`config.mk`:
```
export PLATFORM = sky130hd
export DESIGN_NAME = gqff_ctrl
export DESIGN_NICKNAME = d
export VERILOG_FILES = /design/src/hdl/gqff_pkg.sv /design/src/hdl/gqff_ctrl.sv
export SDC_FILE = /design/constraint.sdc
export NUM_CORES = 1
export LEC_CHECK = 0
export BUFFER_PORTS_ARGS = -buffer_cell sky130_fd_sc_hd__buf_4
export CAP_MARGIN = 30
export CORE_AREA = 10 10 47 49
export CTS_BUF_LIST = sky130_fd_sc_hd__clkbuf_16
export DETAILED_ROUTE_END_ITERATION = 12
export DIE_AREA = 0 0 57 59
export GPL_TIMING_DRIVEN = 0
export PLACE_DENSITY_LB_ADDON = 0.3
export SYNTH_ARGS = -nofsm -noshare
export SYNTH_HDL_FRONTEND = slang
export SYNTH_SLANG_ARGS = --single-unit
```
`constraint.sdc`:
```
create_clock -name clk -period 2.1 [get_ports clk]
set_input_delay 0 -clock clk [delete_from_list [all_inputs] [get_ports clk]]
set_output_delay 0 -clock clk [all_outputs]
set_load 0.03 [all_outputs]
```
`src/hdl/gqff_pkg.sv`:
```
// Shared types, constants and codes of the game query flood filter.
`timescale 1ns / 1ps
package gqff_pkg;

	localparam int TRACK_SLOTS = 64;
	localparam int BLOCK_SLOTS = 16;
	localparam int TRK_IW = (TRACK_SLOTS > 1) ? $clog2(TRACK_SLOTS) : 1;
	localparam int BLK_IW = (BLOCK_SLOTS > 1) ? $clog2(BLOCK_SLOTS) : 1;

	localparam int CFG_IDX_W  = 3;
	localparam int CFG_DATA_W = 32;

	localparam logic [CFG_IDX_W-1:0] REG_QUERY_PROTECT_EN = 3'd0;
	localparam logic [CFG_IDX_W-1:0] REG_CONN_PROTECT_EN  = 3'd1;
	localparam logic [CFG_IDX_W-1:0] REG_AUTO_BLOCK_EN    = 3'd2;
	localparam logic [CFG_IDX_W-1:0] REG_BLOCK_SECONDS    = 3'd3;
	localparam logic [CFG_IDX_W-1:0] REG_MAX_QUERIES_SEC  = 3'd4;
	localparam logic [CFG_IDX_W-1:0] REG_MAX_QUERIES_MIN  = 3'd5;
	localparam logic [CFG_IDX_W-1:0] REG_MAX_CONNS_SEC    = 3'd6;

	localparam logic [1:0] VERDICT_PASS    = 2'd0;
	localparam logic [1:0] VERDICT_BLOCKED = 2'd1;
	localparam logic [1:0] VERDICT_QFLOOD  = 2'd2;
	localparam logic [1:0] VERDICT_CFLOOD  = 2'd3;

	localparam logic [1:0] CLASS_OTHER = 2'd0;
	localparam logic [1:0] CLASS_QUERY = 2'd1;
	localparam logic [1:0] CLASS_CONN  = 2'd2;
	localparam logic [1:0] CLASS_RCON  = 2'd3;

	typedef struct packed {
		logic [31:0] src_addr;
		logic [15:0] udp_port;
		logic [15:0] payload_len;
		logic [7:0]  hdr_byte0;
		logic [7:0]  hdr_byte1;
		logic [7:0]  hdr_byte2;
		logic [7:0]  hdr_byte3;
		logic [7:0]  hdr_byte4;
		logic [7:0]  hdr_byte5;
		logic [31:0] now_seconds;
	} in_word_t;

	typedef struct packed {
		logic       accept;
		logic [1:0] verdict;
		logic [1:0] pkt_class;
	} out_word_t;

	typedef struct packed {
		logic ld_in;
		logic chk;
		logic tscan;
		logic tupd;
		logic bscan;
		logic ld_out;
	} cmd_t;

	typedef struct packed {
		logic chk_fin;
		logic chk_scan;
		logic tscan_last;
		logic need_bscan;
		logic bscan_last;
	} stat_t;

endpackage

```
`src/hdl/gqff_ctrl.sv`:
```
// Sequencing state machine of the game query flood filter.
`timescale 1ns / 1ps
module gqff_ctrl (
	input  logic            clk,
	input  logic            arst_n,
	input  logic            in_valid,
	output logic            in_ready,
	output logic            out_valid,
	input  logic            out_ready,
	input  gqff_pkg::stat_t st,
	output gqff_pkg::cmd_t  cmd
);

	localparam logic [2:0] ST_IDLE  = 3'd0;
	localparam logic [2:0] ST_CHK   = 3'd1;
	localparam logic [2:0] ST_TSCAN = 3'd2;
	localparam logic [2:0] ST_TUPD  = 3'd3;
	localparam logic [2:0] ST_BSCAN = 3'd4;
	localparam logic [2:0] ST_DONE  = 3'd5;

	logic [2:0] state_q;
	logic [2:0] state_d;
	logic       out_valid_q;
	logic       out_free;

	assign in_ready  = (state_q == ST_IDLE);
	assign out_valid = out_valid_q;
	assign out_free  = !out_valid_q || out_ready;

	always_comb begin
		cmd     = '0;
		state_d = state_q;
		case (state_q)
			ST_IDLE: begin
				if (in_valid) begin
					cmd.ld_in = 1'b1;
					state_d   = ST_CHK;
				end
			end
			ST_CHK: begin
				cmd.chk = 1'b1;
				if (st.chk_fin) state_d = ST_DONE;
				else if (st.chk_scan) state_d = ST_TSCAN;
				else state_d = ST_TUPD;
			end
			ST_TSCAN: begin
				cmd.tscan = 1'b1;
				if (st.tscan_last) state_d = ST_TUPD;
			end
			ST_TUPD: begin
				cmd.tupd = 1'b1;
				state_d  = st.need_bscan ? ST_BSCAN : ST_DONE;
			end
			ST_BSCAN: begin
				cmd.bscan = 1'b1;
				if (st.bscan_last) state_d = ST_DONE;
			end
			ST_DONE: begin
				if (out_free) begin
					cmd.ld_out = 1'b1;
					state_d    = ST_IDLE;
				end
			end
			default: state_d = ST_IDLE;
		endcase
	end

	always_ff @(posedge clk or negedge arst_n) begin
		if (!arst_n) begin
			state_q     <= ST_IDLE;
			out_valid_q <= 1'b0;
		end else begin
			state_q <= state_d;
			if (cmd.ld_out) out_valid_q <= 1'b1;
			else if (out_ready) out_valid_q <= 1'b0;
		end
	end

	a_stall_hold: assert property (@(posedge clk) disable iff (!arst_n)
		out_valid && !out_ready |=> out_valid)
		else $error("result word lost under stall");
	a_ld_out_free: assert property (@(posedge clk) disable iff (!arst_n)
		cmd.ld_out |-> out_free)
		else $error("result overwritten before taken");
	a_accept_idle: assert property (@(posedge clk) disable iff (!arst_n)
		cmd.ld_in |=> state_q == ST_CHK)
		else $error("accepted word not checked");

endmodule

```
After elaboration in Yosys (flattened, before gate mapping)
Cells that the tools add are included.
Word-level totals
  register bits after elaboration: 4
  output and inout port bits: 8
  word-level logic and storage cells: 34
Operators by class
  equal/unequal tests: 9
  muxes and demuxes: 18
  reduce and logical (&&, ||, !) cells: 5
Operator list (number)
  3-bit one-hot mux with 6 select lines: 1
  3-bit 2-to-1 mux: 5
  1-bit 2-to-1 mux: 12
  2-bit inequality test (second input constant): 4
  3-bit by 2-bit equality test with 1-bit output (second input constant): 2
  3-bit equality test (second input constant): 2
  4-bit AND reduction: 1
  3-bit by 1-bit equality test with 1-bit output (second input constant): 1
  3-bit zero test: 1
  2-bit nonzero test: 1
  1-bit zero test: 1
  1-bit logical OR: 1

Longest topological paths before layout
Gate-level depths: netlist (run 1).
  word-level depth: 5
  gate-level depth with buffers: 4
  mapped depth without buffers: 3

Least setup slack after synthesis (run 1)
Ideal clock, no wire load.
  path type: reg-to-output
  from: register state_q[1]
  to: output port cmd[5] (netlist name)
  arrival: 1401 ps
  data required time: 2100 ps
  setup slack: 699 ps
  cell stages (with the launch flop): 4
  cells stage by stage: dfrtp_1 -> buf_4 -> nor3_2 -> and2_1
RTL lines
  start: declaration: RTL line gqff_ctrl.sv:21  | logic [2:0] state_q;
  start signal: assignment: RTL line gqff_ctrl.sv:73  | state_q <= state_d;
  end: declaration: RTL line gqff_ctrl.sv:11  | output gqff_pkg::cmd_t cmd

==> results.md, run 1 <==
- Layout overhead on the synthesized area: 70.0%
- Clock latency on the worst-skew pair: about 0.22 ns
- Crit path capture type: output port
- CTS root buf: clkbuf_16
- Psw: 0.404 mW
- Cell Pwr Density: 1810 nW/um2
- CP Data Required Time: 2.10 ns
- Max-cap violations: 0
- Nets: 69
- Worst Path Class, Setup: reg -> out
- CORE AREA: 1400 um2
- Number of global-route vias before repair: ~340
- Fin util: 0.390
- Critical path arrival: 1.28 ns
- Final Hold Vio Count: 0
- Synth Register Bits: 4
- Met1 Routed Length: 380 um
- Yosys Warn Count: 0
- Worst setup SP type: flip-flop
- 1st-pass router iterations: 2
- Uppermost layer routed: met3
- Switching share of power: 0.408
- Critical Path Fanout Max: 10
- DRT antenna net count: 0
- CP most frequent cell: buf_4
- Crit path cell chain: buf_4, nor3_2, and2_1, buf_4
- Seq/Total Area, Yosys: 0.311
- CP max stage delay: 0.39 ns
- Clock skew: 0.00354 ns
- Count of input and output buffers: 16
- Hold slack: 0.0872 ns
- Post-DR vias/cell: 4.46
- Gr ovfl total: 0
- Slowest-stage cell, CP: dfrtp_1
- Tmin final: 1.28 ns
- Mapped cell area: 322 um2
- Placer Congestion: 0.740
- # DRC: 0
- # Post-CTS Setup Buffers: 0
- Post-synth cell types: 23
- First-pass GRT wire length: 1420 um
- Final setup TNS: 0 ns
- Largest net degree at the start of global routing: 11
- CTS-repair resized insts: 0
- Layout cells sized above 1: 0.448
- Die Y: 59 um
- CTS Buf Count: 3
- Power Internal: 0.586 mW
- Post-Syn Area per Cell: around 8.5 um2
- Hold WC Path Type: in -> reg
- Post-Place Cells: 70
- Syn_nets: 47
- Placed Area: 462 um2
- Via Count: 330
- Reg clk slew, reported paths: 0.03 ns
- Antenna Cells: 0
- Starting Density: 0.229
- # rows: 14
- Post-Layout Cell Count: 74
- Worst setup margin: 0.817 ns
- RSZ-0062 raised after global routing: no
- Final number of setup-violating endpoints: 0
- Fin crit share: 0.611
- Die X: 57 um
- Gr usage total: 0.0557
- Comb pwr share: 0.553
- Post-route cell area: 547 um2
- Flop pwr share: 0.152
- Most frequent cells in the layout: buf_4, dfrtp_1, nor2_1, nand2b_1, clkbuf_16
- CTS sink count: 4
- Detailed Place HPWL: 721 um
- CTS H-tree depth: 1
- Delay-heaviest family, CP: flip-flops
- Fmax: around 0.78 GHz
- Leakage power: 0.267 nW
- Post-DR wirelength/cell: 12.0 um
- Worst Tran Pin Value: about 0.31 ns
- Slew Limit Fails: 0
- Met3 WL post-DR: 46 um
- Die area: 3360 um2
- Number of DRC markers in iteration 0: 3
- Initial antenna violation count: 0
- Reg2reg setup slack: a little under 1 ns
- Outcome: finished, final reports clean
- Metal2 WL: between 400 and 500 um
- Worst setup slack after placement: 0.963 ns
- WP buf/inv: 2
- I/O pins: 17
- Relative slew slack: 0.791
- CTS tree: done
- Routed Wire Length: about 890 um
- Clock network power share: 0.295
- Worst-case clock buffer depth: 2
- Post-layout power: 0.990 mW
- Peak supply drop: 1.21 mV
- Fillers: about 150
- Commonest non-fill, non-tap cell in the layout: buf_4
- Mapped Cells: 38
synthesized netlist by cell type:
master | n | area share
dfrtp_1 | 4 | 0.31
nand2b_1 | 3 | 0.058
nor2_1 | 3 | 0.035
a211oi_1 | 2 | 0.047
a21oi_1 | 2 | 0.031
buf_6 | 2 | 0.070
inv_2 | 2 | 0.023
nand2_1 | 2 | 0.023
nor2b_1 | 2 | 0.039
nor3_1 | 2 | 0.031
o21ai_0 | 2 | 0.031
a2111oi_1 | 1 | 0.031
a21oi_2 | 1 | 0.027
and2_1 | 1 | 0.019
and3_1 | 1 | 0.019
and3b_1 | 1 | 0.027
buf_4 | 1 | 0.023
mux2i_1 | 1 | 0.031
nand3_1 | 1 | 0.016
nor3_2 | 1 | 0.031
o21bai_1 | 1 | 0.023
o32ai_1 | 1 | 0.027
or2b_1 | 1 | 0.023
power by group through the flow:
stage / clock network (mW) / registers, mW / logic (mW)
after floorplan: 0 / 0.161 / 0.380
after global placement: 0 / 0.150 / 0.559
after detailed placement: 0 / 0.151 / 0.553
after CTS: 0.298 / 0.151 / 0.557
after global routing: 0.310 / 0.155 / 0.597
final: 0.292 / 0.150 / 0.547
per-layer routing:
layer	vias to the layer above	GRT usage
met4	0	0.0302
li1	174	-
met3	0	0.0429
met5	-	0
met2	7	0.0946
met1	149	0.0463
final cells by class:
class | instances | area (um2) | share of cell area
multi-input cells | 29 | 184 | 0.336
repair buffers | 17 | 130 | 0.238
flip-flops and latches | 4 | 100 | 0.183
clock buffers | 3 | 75.1 | 0.137
plain buffers | 3 | 30.0 | 0.0549
well taps | 16 | 20.0 | 0.0366
inverters | 2 | 7.51 | 0.0137
tightest hold or removal path: stages:
cell and delay (ns):
buf_4 0.08, nand2b_1 0.12, nand2_1 0.06
path summary, 6_finish.rpt:
check,from,to,depth (start not counted)
hold / removal,out_ready,out_valid$_DFFE_PN0P_,3
setup reg to reg,state_q[0]$_DFFE_PN0P_,state_q[0]$_DFFE_PN0P_,3
min in group asynchronous,arst_n,state_q[1]$_DFFE_PN0P_,2
setup / recovery,state_q[1]$_DFFE_PN0P_,cmd[5],4
max in group asynchronous,arst_n,state_q[2]$_DFFE_PN0P_,2
hold reg to reg,out_valid$_DFFE_PN0P_,out_valid$_DFFE_PN0P_,2
cell families after synthesis:
| group | after synthesis | share of synthesized area |
|---|---|---|
| flops | 4 | 0.311 |
| mux | 1 | 0.0311 |
| compound gates | 10 | 0.218 |
| buf+inv | 5 | 0.117 |
| simple gates | 18 | 0.323 |
sequential cells by signal (all words and copies together), names as in the netlist:
register,count
out_valid,1
state_q,3
what timing repair did:
action	4_1_cts	5_1_grt
hold endpoints to repair	4	0
hold buffers	1	0
setup endpoints to repair	0	0
No activity file was read; power rests on OpenSTA's default activity.
==> inputs of run 2 (changes only) <==
==> constraint.sdc (replaced) <==
create_clock -name clk -period 1.3 [get_ports clk]
set_input_delay 0 -clock clk [delete_from_list [all_inputs] [get_ports clk]]
set_output_delay 0 -clock clk [all_outputs]
set_load 0.03 [all_outputs]
==> run 2 against run 1 <==
Die area unchanged. Combinational power up 69%. Sequential cell count unchanged. Highest routed layer unchanged.
==> results.md, run 2 (synthesis results as in run 1) <==
- Fin crit share: 0.966
- CTS sink count: 4 (unchanged)
- Max-cap violations: 0 (unchanged)
- CP Data Required Time: 1.30 ns (-0.80 ns)
- Initial antenna violation count: 0 (unchanged)
- CTS root buf: clkbuf_16
- Gr usage total: 0.0580 (+0.00231)
- Critical path arrival: 1.26 ns (-0.02 ns)
- Worst setup slack after placement: 0.166 ns (-0.797 ns)
- Critical Path Fanout Max: 10 (unchanged)
- Placed Area: 468 um2 (+1.4%)
- Detailed Place HPWL: 752 um (+4.3%)
- Hold WC Path Type: in -> reg
- Power Internal: 0.963 mW (+64%)
- Reg2reg path depth: 3 (unchanged)
- Die area: 3360 um2 (unchanged)
- Clock latency on the worst-skew pair: 0.22 ns (about the same)
- CORE AREA: 1400 um2 (unchanged)
- # DRC: 0 (unchanged)
- Clock skew: 0.00134 ns (-0.00220 ns)
- CTS H-tree depth: 1 (unchanged)
- Outcome: finished, final reports clean
- Post-DR vias/cell: 4.68 (+4.8%)
- Fmax: 0.796 GHz
- Routed Wire Length: 944 um (+6.4%)
- Final number of setup-violating endpoints: 0 (unchanged)
- Worst setup SP type: flip-flop
- CTS Buf Count: 3 (unchanged)
- Layout overhead on the synthesized area: 73.2%
- Tmin final: 1.26 ns
- Flop pwr share: 0.151 (about the same)
- Starting Density: 0.229 (unchanged)
- Comb pwr share: 0.564 (+0.011)
- Antenna Cells: 0 (unchanged)
- Post-layout power: 1.64 mW (+66%)
- Post-route cell area: 557 um2 (+1.8%)
- Hold Path Depth: 3 (unchanged)
- Post-DR wirelength/cell: 12.8 um (+6.4%)
- Via Count: 346 (+4.8%)
- Largest net degree at the start of global routing: 11 (unchanged)
- Nets: 69 (unchanged)
- Number of DRC markers in iteration 0: 5 (+2)
- Final Hold Vio Count: 0 (unchanged)
- Number of global-route vias before repair: 368 (+7.3%)
- Relative slew slack: 0.791 (about the same)
- # rows: 14 (unchanged)
- Hold Crit Endpoint: out_valid$_DFFE_PN0P_
- Fin util: 0.397 (+0.00714)
- # Post-CTS Setup Buffers: 0 (unchanged)
- Worst reg2reg endpoint: state_q[0]$_DFFE_PN0P_
- Clock network power share: 0.286 (-0.009)
- Worst setup margin: 0.0443 ns (-0.772 ns)
- DRT antenna net count: 0 (unchanged)
- Psw: 0.676 mW (+67%)
- Final setup TNS: 0 ns (unchanged)
- Die Y: 59 um (unchanged)
- Switching share of power: 0.412 (+0.00430)
- CTS tree: done
- Count of input and output buffers: 16 (unchanged)
- Leakage power: 0.269 nW (+0.87%)
- Reg2reg setup slack: 0.18 ns (-0.79 ns)
- Crit path capture type: output port
- Most flop-heavy register: state_q
- Commonest non-fill, non-tap cell in the layout: buf_4
- Die X: 57 um (unchanged)
- Worst Tran Pin Value: 0.313 ns (+0.000902 ns)
- Reg clk slew, reported paths: 0.03 ns (about the same)
- Hold path startpoint: out_ready
- Most frequent cells in the layout: buf_4, dfrtp_1
- Placer Congestion: 0.664 (-10%)
- Worst-case clock buffer depth: 2 (unchanged)
- 1st-pass router iterations: 4 (+2)
- Slew Limit Fails: 0 (unchanged)
- R2R Path Start: state_q[0]$_DFFE_PN0P_
- Peak supply drop: 1.11 mV (-8.1%)
- Gr ovfl total: 0 (unchanged)
- Worst Path Class, Setup: reg -> out
- First-pass GRT wire length: 1490 um (+4.9%)
- Largest register FFs: 3 (unchanged)
- Cell Pwr Density: 2940 nW/um2 (+63%)
- I/O pins: 17 (unchanged)
- Layout cells sized above 1: 0.448 (unchanged)
==> run 2: cell counts in the layout (fill, tap and decap cells not counted) <==
Identical to the previous run, type by type.
==> run 2: per-layer routing <==
layer	track usage	vias to the layer above	wire, um
met3	0.0451	0	68
met2	0.0930	11	478
met1	0.0526	159	398
met5	0	-	0
met4	0.0302	0	0
li1	-	176	-
==> run 2: final cells by class <==
cell class,count,area (um2)
tap,16,20.0
inverter,2,7.51
sequential,4,100
timing repair buffer,17,130
fill,155,845
clock buffer,3,75.1
multi-input combinational,29,190
buffer,3,33.8
==> run 2: per-stage QoR <==
step | hold WS (ns) | std cells
5_1_grt | 0.141 | 74
4_1_cts | 0.107 | 74
2_1_floorplan | -0.296 | 38
3_5_place_dp | -0.202 | 70
6_report | 0.106 | 74
3_3_place_gp | -0.203 | 70
==> run 2: how the worst max path moves through the flow <==
stage | slack, ns | end | depth (start not counted) | from
6_report | 0.04 | cmd[5] | 4 | state_q[1]$_DFFE_PN0P_
2_1_floorplan | 0.03 | cmd[3] | 3 | state_q[1]$_DFFE_PN0P_
5_1_grt | -0.006 | cmd[5] | 4 | state_q[1]$_DFFE_PN0P_
3_5_place_dp | 0.17 | state_q[0]$_DFFE_PN0P_ | 3 | state_q[0]$_DFFE_PN0P_
3_3_place_gp | 0.13 | state_q[0]$_DFFE_PN0P_ | 3 | state_q[0]$_DFFE_PN0P_
4_1_cts | 0.02 | cmd[5] | 4 | state_q[1]$_DFFE_PN0P_
==> run 2: timing repair <==
| action | CTS | global route |
|---|---|---|
| hold buffers | 1 | 0 |
| resized for setup | 0 | 1 |
| hold endpoints to repair | 4 | 0 |
| endpoints found under the setup margin | 0 | 2 |
==> run 2: power by group through the flow <==
| stage | combinational, mW | clock [mW] | sequential, mW |
|---|---|---|---|
| 3_5_place_dp | 0.926 | 0 | 0.242 |
| 4_1_cts | 0.934 | 0.477 | 0.243 |
| 5_1_grt | 1.01 | 0.490 | 0.254 |
| 2_1_floorplan | 0.638 | 0 | 0.259 |
| 3_3_place_gp | 0.925 | 0 | 0.244 |
| 6_report | 0.924 | 0.468 | 0.247 |
==> run 2: worst max-delay path, stage by stage, from the launching register on <==
cell,delay (ns)
dfrtp_1,0.41
buf_6,0.16
nor3_4,0.18
and2_1,0.14
buf_4,0.15
==> inputs of run 3 (changes only) <==
--- a/config.mk
+++ b/config.mk
@@ -7,12 +7,13 @@
 export LEC_CHECK = 0
 export BUFFER_PORTS_ARGS = -buffer_cell sky130_fd_sc_hd__buf_4
 export CAP_MARGIN = 30
-export CORE_AREA = 10 10 47 49
+export CORE_AREA = 2 2 39 41
 export CTS_BUF_LIST = sky130_fd_sc_hd__clkbuf_16
 export DETAILED_ROUTE_END_ITERATION = 12
-export DIE_AREA = 0 0 57 59
+export DIE_AREA = 0 0 41 43
 export GPL_TIMING_DRIVEN = 0
 export PLACE_DENSITY_LB_ADDON = 0.3
+export RECOVER_POWER = 100
 export SYNTH_ARGS = -nofsm -noshare
 export SYNTH_HDL_FRONTEND = slang
 export SYNTH_SLANG_ARGS = --single-unit
==> run 3 against run 2 <==
Total power up 4.6%. Register-to-register slack worse by 0.07 ns. Highest routed layer is now met4. Utilization up 2.2 points. Largest power group unchanged. Largest cell class unchanged. Clock skew about the same. Clock-buffer cell count unchanged. Critical path type unchanged. Global-route usage up 5.3 points.
==> results.md, run 3 (synthesis results as in run 1) <==
- Max-cap violations: 0 (unchanged)
- Critical Path Fanout Max: 5 (-5)
- Commonest non-fill, non-tap cell in the layout: buf_4
- Via Count: 351 (+1.4%)
- CP most frequent cell: buf_6
- Layout overhead on the synthesized area: 80.5%
- Fin util: 0.420 (+0.0222)
- CTS Buf Count: 3 (unchanged)
- Slowest-stage cell, CP: dfrtp_1
- Leakage power: 0.281 nW (+4.3%)
- Worst-case clock buffer depth: 2 (unchanged)
- Crit path capture type: output port
- Worst setup SP type: flip-flop
- Cell Pwr Density: 2950 nW/um2 (+0.27%)
- Hold WC Path Type: in -> reg
- GR Util met2: 0.150 (+0.0570)
- Post-DR wirelength/cell: 10.8 um (-15%)
- Final number of setup-violating endpoints: 0 (unchanged)
- CTS tree: done
- 1st-pass router iterations: 2 (-2)
- Count of input and output buffers: 16 (unchanged)
- Reg clk slew, reported paths: 0.03 ns (about the same)
- CTS root buf: clkbuf_16
- Nets: 72 (+4.3%)
- Layout cells sized above 1: 0.475 (+0.0271)
- Number of DRC markers in iteration 0: 1 (-4)
- Slew Limit Fails: 0 (unchanged)
- Clock latency on the worst-skew pair: 0.22 ns (about the same)
- Critical path arrival: 1.24 ns (-0.02 ns)
- Fmax: 0.806 GHz (+1.2%)
- Most frequent cells in the layout: buf_4, buf_6, dfrtp_1
- I/O pins: 17 (unchanged)
- GR Layer Usage met3: 0.0628 (+0.0178)
- Tmin final: 1.24 ns (-0.0147 ns)
- WP buf/inv: 2 (unchanged)
- CORE AREA: 1380 um2 (-1.2%)
- Starting Density: 0.232 (+0.00290)
- Number of global-route vias before repair: 308 (-16%)
- GR Util met1: 0.123 (+0.0708)
- Fin crit share: 0.955 (-0.0113)
- Delay-heaviest family, CP: flip-flops
- Die area: 1760 um2 (-48%)
- Die X: 41 um (-28%)
- Clock skew: 0.00168 ns (+0.000339 ns)
- CTS sink count: 4 (unchanged)
- Initial antenna violation count: 0 (unchanged)
- Hold slack: 0.0785 ns (-0.0273 ns)
- Worst Path Class, Setup: reg -> out
- Post-DR vias/cell: 4.56 (-2.5%)
- Placer Congestion: 0.738 (+11%)
- # rows: 14 (unchanged)
- CP max stage delay: 0.41 ns (about the same)
- CP Data Required Time: 1.30 ns (about the same)
- DRT antenna net count: 0 (unchanged)
- # DRC: 0 (unchanged)
- Die Y: 43 um (-27%)
- CTS H-tree depth: 1 (unchanged)
- Gr usage total: 0.111 (+0.0527)
- Gr ovfl total: 0 (unchanged)
- Relative slew slack: 0.758 (-0.0322)
- Largest net degree at the start of global routing: 11 (unchanged)
- Most flop-heavy register: state_q
- Crit path cell chain: buf_6, nor3_4, and2_4, buf_6
- Gr busiest metal: met2
- Routed Wire Length: 835 um (-12%)
- Antenna Cells: 0 (unchanged)
- Detailed Place HPWL: 594 um (-21%)
- Final Hold Vio Count: 0 (unchanged)
- Largest register FFs: 3 (unchanged)
- Outcome: finished, final reports clean
- Peak supply drop: 1.18 mV (+6.3%)
- First-pass GRT wire length: 1240 um (-17%)
- Worst Tran Pin Value: 0.364 ns (+0.0506 ns)
## run 3: cell types whose count changed in the layout (fill, tap and decap cells not counted), sizes merged
cell and change:
buf +1, clkbuf +2
## run 3: layer usage
metal	wire, um	up-vias	part of all wire
li1	-	178	-
met1	365	159	0.44
met2	392	12	0.47
met3	57	2	0.068
met4	19	0	0.023
met5	0	-	0
## run 3: tightest hold or removal path, delay by kind of cell
kind	cells	cell delay, ns
buffers and inverters	1	0.08
AND/OR/NAND/NOR	2	0.18
## run 3: stage by stage
| stage | TNS (ns) | std cells | cell area (um2) | setup WS, ns | power, mW |
|---|---|---|---|---|---|
| floorplan | 0 | 38 | 328 | 0.0326 | 0.897 |
| global placement | 0 | 70 | 468 | 0.130 | 1.15 |
| detailed placement | 0 | 70 | 468 | 0.144 | 1.15 |
| CTS | 0 | 74 | 553 | 0.00975 | 1.64 |
| global route | -0.0113 | 77 | 581 | -0.0113 | 1.84 |
| finish | 0 | 77 | 581 | 0.0589 | 1.71 |
## run 3: final timing paths
kind / start / end / slack [ns] / cells past startpoint
max: state_q[1]$_DFFE_PN0P_ / cmd[5] / 0.06 / 4
min: out_ready / out_valid$_DFFE_PN0P_ / 0.08 / 3
max reg2reg: state_q[1]$_DFFE_PN0P_ / state_q[0]$_DFFE_PN0P_ / 0.11 / 4
min reg2reg: out_valid$_DFFE_PN0P_ / out_valid$_DFFE_PN0P_ / 0.53 / 2
max in group asynchronous: arst_n / out_valid$_DFFE_PN0P_ / 0.98 / 2
min in group asynchronous: arst_n / state_q[1]$_DFFE_PN0P_ / 0.14 / 2
## run 3: where the power goes
group	internal, mW	switching, mW
clock	0.392	0.0803
sequential	0.187	0.0590
combinational	0.432	0.563
total	1.01	0.703
## run 3: repair_timing
| item | 4_1_cts | 5_1_grt |
|---|---|---|
| endpoints found under the hold margin | 4 | 0 |
| resized for setup | 0 | 4 |
| setup buffers | 0 | 2 |
| endpoints found under the setup margin | 0 | 3 |
| hold buffers | 1 | 0 |
## run 3: area by class of cell
| cell class | count | area, um2 |
|---|---|---|
| Buffer | 3 | 33.8 |
| Inverter | 2 | 7.51 |
| Fill cell | 151 | 803 |
| Clock buffer | 3 | 75.1 |
| Multi-Input combinational cell | 29 | 198 |
| Tap cell | 16 | 20.0 |
| Sequential cell | 4 | 100 |
| Timing Repair Buffer | 20 | 146 |
